`config.mk`:
```
export PLATFORM = sky130hd
export DESIGN_NAME = greek_to_latin_transliterator_flat
export DESIGN_NICKNAME = d
export VERILOG_FILES = /design/src/hdl/gtl_pkg.sv /design/src/hdl/gtl_greek_if.sv /design/src/hdl/gtl_latin_if.sv /design/src/hdl/greek_to_latin_transliterator.sv /design/src/flat_wrapper.sv
export SDC_FILE = /design/constraint.sdc
export NUM_CORES = 1
export LEC_CHECK = 0
export BUFFER_PORTS_ARGS = -buffer_cell sky130_fd_sc_hd__buf_2
export CAP_MARGIN = 20
export CORE_AREA = 2 2 114 116
export CTS_BUF_LIST = sky130_fd_sc_hd__clkbuf_16
export CTS_CLUSTER_SIZE = 24
export DETAILED_ROUTE_END_ITERATION = 7
export DIE_AREA = 0 0 116 118
export PLACE_DENSITY = 0.43
export SYNTH_ARGS = -nofsm -noshare
export SYNTH_HDL_FRONTEND = slang
export SYNTH_SLANG_ARGS = --single-unit
```
`constraint.sdc`:
```
create_clock -name clk -period 4.83 [get_ports clk]
set_input_delay 0.966 -clock clk [delete_from_list [all_inputs] [get_ports clk]]
set_output_delay 0.966 -clock clk [all_outputs]
set_load 0.1 [all_outputs]
```
`src/hdl/gtl_pkg.sv`:
```
// Package: shared types, codes and the character mapping table of the Greek to Latin transliterator.
`default_nettype none

package gtl_pkg;

	// Item kinds on the Greek channel
	localparam logic KIND_DATA = 1'b0;
	localparam logic KIND_END  = 1'b1;

	// Held-letter codes
	localparam logic [2:0] HELD_NONE = 3'd0;
	localparam logic [2:0] HELD_M_UP = 3'd1;
	localparam logic [2:0] HELD_N_UP = 3'd2;
	localparam logic [2:0] HELD_M_LO = 3'd3;
	localparam logic [2:0] HELD_N_LO = 3'd4;
	localparam logic [2:0] HELD_LAST = HELD_N_LO;

	localparam logic [7:0] CHR_APOS  = 8'd39;
	localparam logic [7:0] CHR_QUOTE = 8'd34;

	// Greek bytes that are held (mu, nu) or join with a held letter (pi, tau)
	localparam logic [7:0] GR_PI_UP  = 8'd208;
	localparam logic [7:0] GR_PI_LO  = 8'd240;
	localparam logic [7:0] GR_TAU_UP = 8'd212;
	localparam logic [7:0] GR_TAU_LO = 8'd244;
	localparam logic [7:0] GR_MU_UP  = 8'd204;
	localparam logic [7:0] GR_NU_UP  = 8'd205;
	localparam logic [7:0] GR_MU_LO  = 8'd236;
	localparam logic [7:0] GR_NU_LO  = 8'd237;

	localparam int ROW_LEN = 25;
	localparam logic [8*ROW_LEN-1:0] UPPER_ROW = "AVGDEZH8IKLMNQOPR-STUFXYW";
	localparam logic [8*ROW_LEN-1:0] LOWER_ROW = "avgdezh8iklmnqoprsstufxyw";
	localparam logic [7:0] UPPER_BASE = 8'd193;
	localparam logic [7:0] LOWER_BASE = 8'd225;

	// Up to three mapped characters; a zero byte means none
	typedef struct packed {
		logic [7:0] b0;
		logic [7:0] b1;
		logic [7:0] b2;
	} map_t;

	function automatic map_t map_byte(input logic [7:0] c);
		map_t       m;
		logic [4:0] i;
		m = '{b0: c, b1: 8'd0, b2: 8'd0};
		i = 5'd0;
		if (c >= UPPER_BASE && c <= UPPER_BASE + 8'd24) begin
			i = 5'(c - UPPER_BASE);
			m.b0 = UPPER_ROW[(ROW_LEN - 1 - int'(i)) * 8 +: 8];
		end
		if (c >= LOWER_BASE && c <= LOWER_BASE + 8'd24) begin
			i = 5'(c - LOWER_BASE);
			m.b0 = LOWER_ROW[(ROW_LEN - 1 - int'(i)) * 8 +: 8];
		end
		case (c)
			8'd182: m = '{CHR_APOS, "A", 8'd0};
			8'd184: m = '{CHR_APOS, "E", 8'd0};
			8'd185: m = '{CHR_APOS, "H", 8'd0};
			8'd186: m = '{CHR_APOS, "I", 8'd0};
			8'd188: m = '{CHR_APOS, "O", 8'd0};
			8'd190: m = '{CHR_APOS, "Y", 8'd0};
			8'd191: m = '{CHR_APOS, "W", 8'd0};
			8'd220: m = '{"a", CHR_APOS, 8'd0};
			8'd221: m = '{"e", CHR_APOS, 8'd0};
			8'd222: m = '{"h", CHR_APOS, 8'd0};
			8'd223: m = '{"i", CHR_APOS, 8'd0};
			8'd252: m = '{"o", CHR_APOS, 8'd0};
			8'd253: m = '{"u", CHR_APOS, 8'd0};
			8'd254: m = '{"w", CHR_APOS, 8'd0};
			8'd218: m = '{"I", CHR_QUOTE, 8'd0};
			8'd219: m = '{"Y", CHR_QUOTE, 8'd0};
			8'd250: m = '{"i", CHR_QUOTE, 8'd0};
			8'd251: m = '{"u", CHR_QUOTE, 8'd0};
			8'd192: m = '{"i", CHR_APOS, CHR_QUOTE};
			8'd224: m = '{"u", CHR_APOS, CHR_QUOTE};
			8'd238: m = '{"k", "s", 8'd0};
			8'd248: m = '{"p", "s", 8'd0};
			8'd206: m = '{"K", "S", 8'd0};
			8'd216: m = '{"P", "S", 8'd0};
			default: ;
		endcase
		return m;
	endfunction

	function automatic logic [7:0] held_char(input logic [2:0] h);
		logic [7:0] r;
		case (h)
			HELD_M_UP: r = "M";
			HELD_N_UP: r = "N";
			HELD_M_LO: r = "m";
			HELD_N_LO: r = "n";
			default:   r = 8'd0;
		endcase
		return r;
	endfunction

	function automatic logic [2:0] hold_code(input logic [7:0] c);
		logic [2:0] r;
		case (c)
			GR_MU_UP: r = HELD_M_UP;
			GR_NU_UP: r = HELD_N_UP;
			GR_MU_LO: r = HELD_M_LO;
			GR_NU_LO: r = HELD_N_LO;
			default:  r = HELD_NONE;
		endcase
		return r;
	endfunction

endpackage

`default_nettype wire

```
`src/hdl/gtl_greek_if.sv`:
```
// Interface: Greek input channel (valid/ready with kind and byte).
`default_nettype none

interface gtl_greek_if;
	logic       valid;
	logic       ready;
	logic       kind;
	logic [7:0] in_byte;

	modport source (output valid, output kind, output in_byte, input ready);
	modport sink   (input valid, input kind, input in_byte, output ready);
endinterface

`default_nettype wire

```
`src/hdl/gtl_latin_if.sv`:
```
// Interface: Latin output channel (valid/ready with byte and last mark).
`default_nettype none

interface gtl_latin_if;
	logic       valid;
	logic       ready;
	logic [7:0] out_byte;
	logic       last;

	modport source (output valid, output out_byte, output last, input ready);
	modport sink   (input valid, input out_byte, input last, output ready);
endinterface

`default_nettype wire

```
`src/hdl/greek_to_latin_transliterator.sv`:
```
// Top level: ISO-8859-7 Greek to Latin transliterator with M+P and N+T joining.
//
// Usage
//   greek: one transfer per input item. kind = data carries an ISO-8859-7 byte;
//          kind = end of stream flushes a held M or N (in_byte ignored).
//   latin: one transfer per output character; last marks the final character
//          caused by one input item. Items that cause nothing (byte 0, a held
//          M/N, end of stream with nothing held) give no transfer at all.
// Path: with the result register free, an item transferred on greek is first
//   captured in the input register, then loaded into the result register,
//   from which its first character is offered on latin.
// Flow: an item causing n characters (n = 0..4) holds the result register
//   while they are sent, one character per cycle while latin is ready; the
//   single-byte result channel sets the sustained rate. Greek items that cause
//   nothing pass at one per cycle while the result register is free.
// Stalls: the input register takes one item while the result register is
//   still sending; while latin is stalled the result register holds, the
//   next item waits in the input register and greek.ready drops.
// Reset: arst_n clears both valid flags and the held letter; no transfers are
//   offered until new items arrive.
`default_nettype none

module greek_to_latin_transliterator (
	input  wire          clk,
	input  wire          arst_n,
	gtl_greek_if.sink    greek,
	gtl_latin_if.source  latin
);
	import gtl_pkg::*;

	// Input register
	logic       valid_s1;
	logic       kind_s1;
	logic [7:0] byte_s1;

	// Held letter
	logic [2:0] pend_q;

	// Result register: up to four characters, sent one per cycle while latin is ready
	logic       res_valid_s2;
	logic [7:0] res_bytes_s2 [4];
	logic [2:0] res_cnt_s2;
	logic [1:0] res_idx_s2;

	// Combinational result of the item in the input register
	logic [2:0] held;
	logic       join_m;
	logic       join_n;
	logic [7:0] head;
	logic [2:0] next_pend;
	map_t       mapped;
	logic [1:0] mapped_cnt;
	logic [7:0] list [4];
	logic [2:0] n_res;

	logic is_last;
	logic greek_fire;
	logic latin_fire;
	logic load;

	always_comb begin
		held   = (pend_q > HELD_LAST) ? HELD_NONE : pend_q;
		join_m = (held == HELD_M_UP || held == HELD_M_LO) &&
		         (byte_s1 == GR_PI_UP || byte_s1 == GR_PI_LO);
		join_n = (held == HELD_N_UP || held == HELD_N_LO) &&
		         (byte_s1 == GR_TAU_UP || byte_s1 == GR_TAU_LO);
		mapped    = '{b0: 8'd0, b1: 8'd0, b2: 8'd0};
		head      = held_char(held);
		next_pend = HELD_NONE;
		if (kind_s1 == KIND_DATA) begin
			if (join_m) begin
				head = (held == HELD_M_UP) ? 8'("B") : 8'("b");
			end else if (join_n) begin
				head = (held == HELD_N_UP) ? 8'("D") : 8'("d");
			end else begin
				next_pend = hold_code(byte_s1);
				if (next_pend == HELD_NONE) begin
					mapped = map_byte(byte_s1);
				end
			end
		end
		// Mapped characters always form a prefix, so only the head needs packing
		mapped_cnt = 2'(mapped.b0 != 8'd0) + 2'(mapped.b1 != 8'd0) +
		             2'(mapped.b2 != 8'd0);
		if (head != 8'd0) begin
			list  = '{head, mapped.b0, mapped.b1, mapped.b2};
			n_res = 3'd1 + {1'b0, mapped_cnt};
		end else begin
			list  = '{mapped.b0, mapped.b1, mapped.b2, 8'd0};
			n_res = {1'b0, mapped_cnt};
		end
	end

	assign is_last    = ({1'b0, res_idx_s2} == res_cnt_s2 - 3'd1);
	assign latin_fire = latin.valid && latin.ready;
	assign greek_fire = greek.valid && greek.ready;
	// Move the item on when the result register is empty or frees this cycle
	assign load       = valid_s1 && (!res_valid_s2 || (latin.ready && is_last));
	assign greek.ready = !valid_s1 || load;

	assign latin.valid    = res_valid_s2;
	assign latin.out_byte = res_bytes_s2[res_idx_s2];
	assign latin.last     = is_last;

	always_ff @(posedge clk or negedge arst_n) begin
		if (!arst_n) begin
			valid_s1     <= 1'b0;
			pend_q       <= HELD_NONE;
			res_valid_s2 <= 1'b0;
			res_idx_s2   <= 2'd0;
		end else begin
			if (greek_fire) begin
				valid_s1 <= 1'b1;
			end else if (load) begin
				valid_s1 <= 1'b0;
			end
			if (load) begin
				pend_q       <= next_pend;
				res_valid_s2 <= (n_res != 3'd0);
				res_idx_s2   <= 2'd0;
			end else if (latin_fire) begin
				if (is_last) begin
					res_valid_s2 <= 1'b0;
				end else begin
					res_idx_s2 <= res_idx_s2 + 2'd1;
				end
			end
		end
	end

	always_ff @(posedge clk) begin
		if (greek_fire) begin
			kind_s1 <= greek.kind;
			byte_s1 <= greek.in_byte;
		end
		if (load) begin
			res_bytes_s2 <= list;
			res_cnt_s2   <= n_res;
		end
	end

	// A held result always has one to four characters
	a_cnt_range: assert property (@(posedge clk) disable iff (!arst_n)
		res_valid_s2 |-> (res_cnt_s2 != 3'd0 && res_cnt_s2 <= 3'd4))
		else $error("result count out of range");

	// The send index never runs past the count
	a_idx_bound: assert property (@(posedge clk) disable iff (!arst_n)
		res_valid_s2 |-> ({1'b0, res_idx_s2} < res_cnt_s2))
		else $error("result index past count");

	// A zero character is never sent
	a_no_zero: assert property (@(posedge clk) disable iff (!arst_n)
		latin.valid |-> (latin.out_byte != 8'd0))
		else $error("zero character offered");

	// Only defined held-letter codes are stored
	a_pend_code: assert property (@(posedge clk) disable iff (!arst_n)
		pend_q <= HELD_LAST)
		else $error("undefined held-letter code");

endmodule

`default_nettype wire

```
`src/flat_wrapper.sv`:
```
// flat-port wrapper written by rule: the top's interface ports become plain ports
module greek_to_latin_transliterator_flat import gtl_pkg::*;
  (clk, arst_n, greek_valid, greek_kind, greek_in_byte, greek_ready, latin_valid, latin_out_byte, latin_last, latin_ready);
  gtl_greek_if greek_i ();
  gtl_latin_if latin_i ();
  input  wire clk;
  input  wire arst_n;
  input wire logic [$bits(greek_i.valid)-1:0] greek_valid;
  input wire logic [$bits(greek_i.kind)-1:0] greek_kind;
  input wire logic [$bits(greek_i.in_byte)-1:0] greek_in_byte;
  output wire logic [$bits(greek_i.ready)-1:0] greek_ready;
  output wire logic [$bits(latin_i.valid)-1:0] latin_valid;
  output wire logic [$bits(latin_i.out_byte)-1:0] latin_out_byte;
  output wire logic [$bits(latin_i.last)-1:0] latin_last;
  input wire logic [$bits(latin_i.ready)-1:0] latin_ready;
  assign greek_i.valid = greek_valid;
  assign greek_i.kind = greek_kind;
  assign greek_i.in_byte = greek_in_byte;
  assign greek_ready = greek_i.ready;
  assign latin_valid = latin_i.valid;
  assign latin_out_byte = latin_i.out_byte;
  assign latin_last = latin_i.last;
  assign latin_i.ready = latin_ready;
  greek_to_latin_transliterator u_core (.clk(clk), .arst_n(arst_n), .greek(greek_i), .latin(latin_i));
endmodule
```
==> impl_metrics.yaml, run 1 <==
outcome:
  status: "finished, final reports clean"
setup_path:
  path_max_fanout: 18
  end_kind: "flop"
  worstPathRequired_ns: 5.01
  start_kind: "flop"
  cpPeakStageDelay_ns: 0.58
  slowest_stage: "fa_1"
  criticalPathCategory: "reg2reg"
  cp_data_arrival_time_ns: 4.69
  path_cells: "inv_1, ha_1, buf_4, or4b_4, a31oi_2, nor3_4, buf_4, nand4b_1, nor2_1, a2111o_1, nor4b_2, fa_1, inv_1, ha_1, nor2_1, a21oi_1, o31ai_1, nand2_1"
  cp-startpoint: "u_core.byte_s1[1]$_DFFE_PP_"
  r2r-start: "u_core.byte_s1[1]$_DFFE_PP_"
  cpLargestDelayFamily: "simple AND/OR/NAND/NOR gates"
  r2r_slack_ns: 0.32
  worst-path-buf-inv: 4
clocking:
  htree_levels: 2
  cts_tree: "yes"
  clock_latency_ns: 0.29
  cts_buffer_depth: 2
  hold_buffers: 0
  cts_root_buffer: "clkbuf_16"
  cts_inserted_buffers: 5
  clock_sinks: 43
  clkTransAtPathRegs_ns: 0.07
floorplanning:
  initial_core_util: 0.295
  fp.dieH_um: 118
  die_area_um2: 13700
  rows: 41
  die_w_um: 116
  core_um2: 12400
  io_pins: 24
synth:
  synth-async-reset-ratio: 0.163
  yosysTopAreaCell: "edfxtp_1"
  yosysWarnings: 0
  synthTopCellsByCount: "nand2_1 (40), edfxtp_1 (36), nor2_1 (35)"
  synth-seq-cells: 43
  synth_nets: 447
  ys.flop_type: "edfxtp_1"
  ys_types: 70
  yosysMostFrequentCell: "nand2_1"
  synthTopCellsByArea: "edfxtp_1 (29%), dfrtp_1 (4.8%), o21ai_0 (4.6%)"
  syn_avg_cell_area_um2: 8.65
  netlist_instances: 424
  synth_area_um2: 3670
  synth_top_area_share: 0.295
  seq_area_frac_synth: 0.343
  synth_edf_count: 36
timing:
  finalMaxSlewViolations: 0
  maxSlewHeadroom: 0.545
  fin_tns_setup_ns: 0
  finClkSkew_ns: 0.00827
  rsz0062_at_grt: "false"
  worst_slew_pin_slew_ns: 0.682
  fmax_mhz: 222
  finalHoldViolCount: 0
  fin_crit_ns: 4.51
  fin_ws_ns: 0.321
  fin_crit_sh: 0.933
  setup_viol: 0
power_and_ir_drop:
  vdd_drop_max_v: 0.000173
  p_comb_frac: 0.646
  p_int_w: 0.00142
  power.switching_fraction: 0.539
  p_leak_nw: 1.57
  p_switching_w: 0.00166
  clock_power_share: 0.127
  p_seq_frac: 0.227
  cellPowerDensity_nw_per_um2: 715
drt:
  ant_nets: 0
  wire_per_inst_um: 17.5
  drt-vias-per-instance: 5.46
  dr.pass1.iters: 5
  drc: 0
  drt_wl_total_mm: 10.9
  vias: 3420
  drt_iter0_drc: 314
placement:
  dpl_cell_area_um2: 4020
  port_buffers: 23
  dp_slack_ns: 0.0866
  routabilityCongestion: 0.892
  dp_hpwl_mm: 8.26
grt:
  grt_pass1_vias: 3217
  antenna_found_initial: 0
  grt_remaining_overflow: 0
  grt_use_total: 0.165
  grt_max_degree: 29
  grt_pass1_wl_mm: 17.8
cells_and_area:
  multi_input_area_um2: 2240
  nets: 476
  drive_gt1_frac: 0.181
  fin_area_um2: 4300
  antennaDiodeCount: 0
  seqCellArea_um2: 1260
  area_growth_pct: 17.2
  fillerInstances: 1300
worst_hold_path:
  hp-class: "in2async"
flow_run:
  drv_cap: 0
routing by layer:
metal | track usage | routed length, µm | vias up
met5 | 0 | 0 | -
met4 | 0.0573 | 241 | 0
met3 | 0.0242 | 476 | 19
met2 | 0.253 | 5070 | 111
met1 | 0.236 | 5140 | 1632
li1 | - | - | 1658
repair_timing:
action	in CTS	in global routing
endpoints found under the hold margin	0	0
gates resized for setup	0	5
setup endpoints to repair	0	2
setup buffers	0	4
worst paths after layout:
check,cells after the start,endpoint
worst max register to register,18,u_core.latin.valid$_DFFE_PN0P_
worst min register to register,2,u_core.latin.valid$_DFFE_PN0P_
max in group asynchronous,1,u_core.pend_q[2]$_DFFE_PN0P_
worst min-delay path,1,u_core.res_idx_s2[0]$_DFFE_PN0P_
min in group clk,2,u_core.latin.valid$_DFFE_PN0P_
worst max-delay path,18,u_core.latin.valid$_DFFE_PN0P_
power groups by stage:
stage / clock (W) / sequential, W / combinational, W
after floorplan: 0 / 0.000652 / 0.00153
after global placement: 0 / 0.000708 / 0.00194
after detailed placement: 0 / 0.000710 / 0.00191
after CTS: 0.000401 / 0.000702 / 0.00192
after global routing: 0.000413 / 0.000718 / 0.00214
final: 0.000390 / 0.000698 / 0.00198
worst reg2reg max path, cell delays in order, from the launching register on:
cell	delay, ns
edfxtp_1	0.45
inv_1	0.18
ha_1	0.23
buf_4	0.24
or4b_4	0.56
a31oi_2	0.30
nor3_4	0.12
buf_4	0.18
nand4b_1	0.08
nor2_1	0.05
a2111o_1	0.43
nor4b_2	0.19
fa_1	0.58
inv_1	0.05
ha_1	0.27
nor2_1	0.11
a21oi_1	0.06
o31ai_1	0.26
nand2_1	0.07
registers in the layout (all words and copies together), names as in the netlist:
name and flops:
u_core.res_cnt_s2 3, u_core.pend_q 3, u_core.kind_s1 1, u_core.res_bytes_s2 24
u_core.valid_s1 1, u_core.latin.valid 1, u_core.res_idx_s2 2, u_core.byte_s1 8
through the flow:
stage,power (W),instances,hold slack [ns],util
after floorplan,0.00218,424,0.508,-
after global placement,0.00264,612,0.567,0.324
after detailed placement,0.00262,612,0.568,0.324
after CTS,0.00302,620,0.518,0.338
after global routing,0.00327,626,0.515,0.346
final,0.00307,626,0.512,0.346
area by class of cell:
| type | instances | area share |
|---|---|---|
| Clock buffer | 5 | 0.0291 |
| Timing Repair Buffer | 52 | 0.0821 |
| Inverter | 18 | 0.0157 |
| Tap cell | 172 | 0.0501 |
| Sequential cell | 43 | 0.292 |
| Clock inverter | 3 | 0.0102 |
| Multi-Input combinational cell | 333 | 0.521 |
cells in the final DEF, fill, tap and decap left out, types with 3 or more instances in the layout:
cell type and instances:
nor2b_1 7, a211oi_1 5, nand2b_1 7, ha_1 9, a21oi_1 26, mux2i_1 12, a21o_1 4, edfxtp_1 36
o21a_1 4, nor3_1 16, inv_1 17, xnor2_1 12, o31ai_1 5, or3_1 5, dfrtp_1 7, and3_1 3
and2_1 6, xor2_1 4, buf_4 28, a221oi_1 3, o21ai_0 34, nand2_1 40, nand3_1 23, o221ai_1 3
nand4_1 5, buf_2 23, clkbuf_16 5, nor2_1 35, nor4_1 3, a31oi_1 5, o211ai_1 3
cells by family after synthesis:
| kind of cell | share of synthesized area |
|---|---|
| simple gates | 0.234 |
| fa+ha+maj | 0.0362 |
| mux | 0.0451 |
| buf+inv | 0.0580 |
| compound gates | 0.243 |
| flops | 0.343 |
| xor+xnor | 0.0406 |
No activity file was read; power rests on OpenSTA's default activity.
==> run 2, diff against run 1 <==
Clock period 4.83 ns to 5 ns, I/O delays scaled along.
==> impl_metrics.yaml, run 2 (synthesis gave the netlist of run 1 again) <==
drt:
  dr.pass1.iters: 6
  routed.top_layer: "met4"
  routed-wl-met2_mm: 5.07
  drc: 0
  wl_met1_mm: 5.04
  wire_per_inst_um: 17.4
  drt_iter0_drc: 398
  ant_nets: 0
  drt-vias-per-instance: 5.46
  vias: 3370
  drt_wl_total_mm: 10.7
  routed-wl-met3_um: 462
timing:
  maxSlewHeadroom: 0.369
  rsz0062_at_grt: "false"
  finalMaxSlewViolations: 0
  worst_slew_pin_slew_ns: 0.939
  fin_tns_setup_ns: 0
  finalHoldViolCount: 0
  fin_crit_sh: 0.940
  fin_crit_ns: 4.70
  setup_viol: 0
  finClkSkew_ns: 0.00497
  fmax_mhz: 213
floorplanning:
  fp.dieH_um: 118
  initial_core_util: 0.295
  io_pins: 24
  rows: 41
  die_w_um: 116
  core_um2: 12400
  die_area_um2: 13700
cells_and_area:
  drive_gt1_frac: 0.164
  fin_area_um2: 4210
  final_common_cell: "nand2_1"
  fillerInstances: 1355
  finalNonFillerCells: 617
  nets: 467
  largest_reg_flops: 24
  top_regs: "u_core.res_bytes_s2: 24 flops, u_core.byte_s1: 8 flops"
  layout_common_cells: "nand2_1 (40), edfxtp_1 (36), nor2_1 (35)"
  top_register: "u_core.res_bytes_s2"
  area_growth_pct: 14.9
  antennaDiodeCount: 0
clocking:
  clock_sinks: 43
  cts_tree: "yes"
  htree_levels: 2
  cts_buffer_depth: 2
  hold_buffers: 0
  clock_latency_ns: 0.29
  clkTransAtPathRegs_ns: 0.07
  cts_root_buffer: "clkbuf_16"
  cts_inserted_buffers: 5
placement:
  dp_hpwl_mm: 8.09
  routabilityCongestion: 0.872
  port_buffers: 23
  dp_cells: 608
  dpl_cell_area_um2: 3990
flow_run:
  drv_cap: 0
setup_path:
  path_max_fanout: 13
  start_kind: "flop"
  end_kind: "flop"
  path_cells: "inv_1, ha_1, nor2b_1, a2111oi_1, nor3_1, nor3_4, nand4b_1, nor2_1, a2111o_1, nor4b_2, fa_1, inv_1, ha_1, nor2_1, a21oi_1, o31ai_1, nand2_1"
  cpPeakStageDelay_ns: 0.79
  worst-path-buf-inv: 2
  cpLargestDelayFamily: "simple AND/OR/NAND/NOR gates"
  criticalPathCategory: "reg2reg"
  slowest_stage: "nor3_1"
  cp_data_arrival_time_ns: 4.88
  worstPathRequired_ns: 5.18
grt:
  grt_max_degree: 29
  antenna_found_initial: 0
  grt_use_total: 0.162
  grt_remaining_overflow: 0
  grt_pass1_vias: 3216
  grt_pass1_wl_mm: 17.4
power_and_ir_drop:
  cellPowerDensity_nw_per_um2: 696
  p_leak_nw: 1.53
  vdd_drop_max_v: 0.000188
outcome:
  status: "finished, final reports clean"
worst_hold_path:
  hp-class: "in2async"
## run 2: cell count changes in the layout (fill, tap and decap cells not counted)
cell     delta
nor4b_4     -1
xnor2_2     +1
xor2_4      -1
buf_4       -9
xnor2_1     -1
a31oi_2     -1
a31oi_1     +1
nor4b_2     +1
xor2_2      +1
## run 2: layout make-up
cell class / count / area (µm²) / area share
clock buffers: 5 / 125 / 0.0297
multi-input cells: 333 / 2220 / 0.527
flip-flops and latches: 43 / 1260 / 0.298
well taps: 172 / 215 / 0.0511
repair buffers: 43 / 285 / 0.0677
inverters: 18 / 67.6 / 0.0160
clock inverters: 3 / 43.8 / 0.0104
## run 2: worst reg2reg max path, delay by kind of cell, from the launching register on
kind                     cells  cell delay, ns
AND/OR/NAND/NOR              8            1.86
adder cells (fa/ha/maj)      3            1.22
AO/OA/AOI/OAI                4            0.84
flip-flops                   1            0.45
buffers and inverters        2            0.23
## run 2: metrics by stage
stage                     total power, W  setup WS (ns)  hold WS, ns   util
after floorplan                  0.00211          0.599        0.508      -
after global placement           0.00254          0.217        0.559  0.322
after detailed placement         0.00252          0.266        0.558  0.322
after CTS                        0.00291          0.255        0.538  0.335
after global routing             0.00313       0.000367        0.536  0.339
final                            0.00293          0.302        0.537  0.339
## run 2: report_power, final
part	leakage, nW	internal (W)	total, W	switching [W]
Combinational	1.03	0.000547	0.00188	0.00133
Clock	0.0838	0.000236	0.000383	0.000147
Sequential	0.418	0.000562	0.000667	0.000105
Total	1.53	0.00134	0.00293	0.00159
## run 2: layer usage
metal	track usage	vias up
met3	0.0288	12
li1	-	1638
met1	0.225	1600
met5	0	-
met4	0.0409	0
met2	0.259	120
## run 2: final timing paths
kind | endpoint | depth (start not counted) | slack [ns] | startpoint
max | u_core.latin.valid$_DFFE_PN0P_ | 17 | 0.30 | u_core.byte_s1[1]$_DFFE_PP_
min | u_core.res_idx_s2[0]$_DFFE_PN0P_ | 1 | 0.54 | arst_n
max reg2reg | u_core.latin.valid$_DFFE_PN0P_ | 17 | 0.30 | u_core.byte_s1[1]$_DFFE_PP_
min reg2reg | u_core.latin.valid$_DFFE_PN0P_ | 2 | 0.57 | u_core.valid_s1$_DFFE_PN0P_
max in group asynchronous | u_core.pend_q[0]$_DFFE_PN0P_ | 1 | 4.29 | arst_n
min in group clk | u_core.latin.valid$_DFFE_PN0P_ | 2 | 0.57 | u_core.valid_s1$_DFFE_PN0P_
## run 2: timing repair
action / 4_1_cts / 5_1_grt
setup buffers: 0 / 0
resized for setup: 0 / 3
setup endpoints to repair: 0 / 1
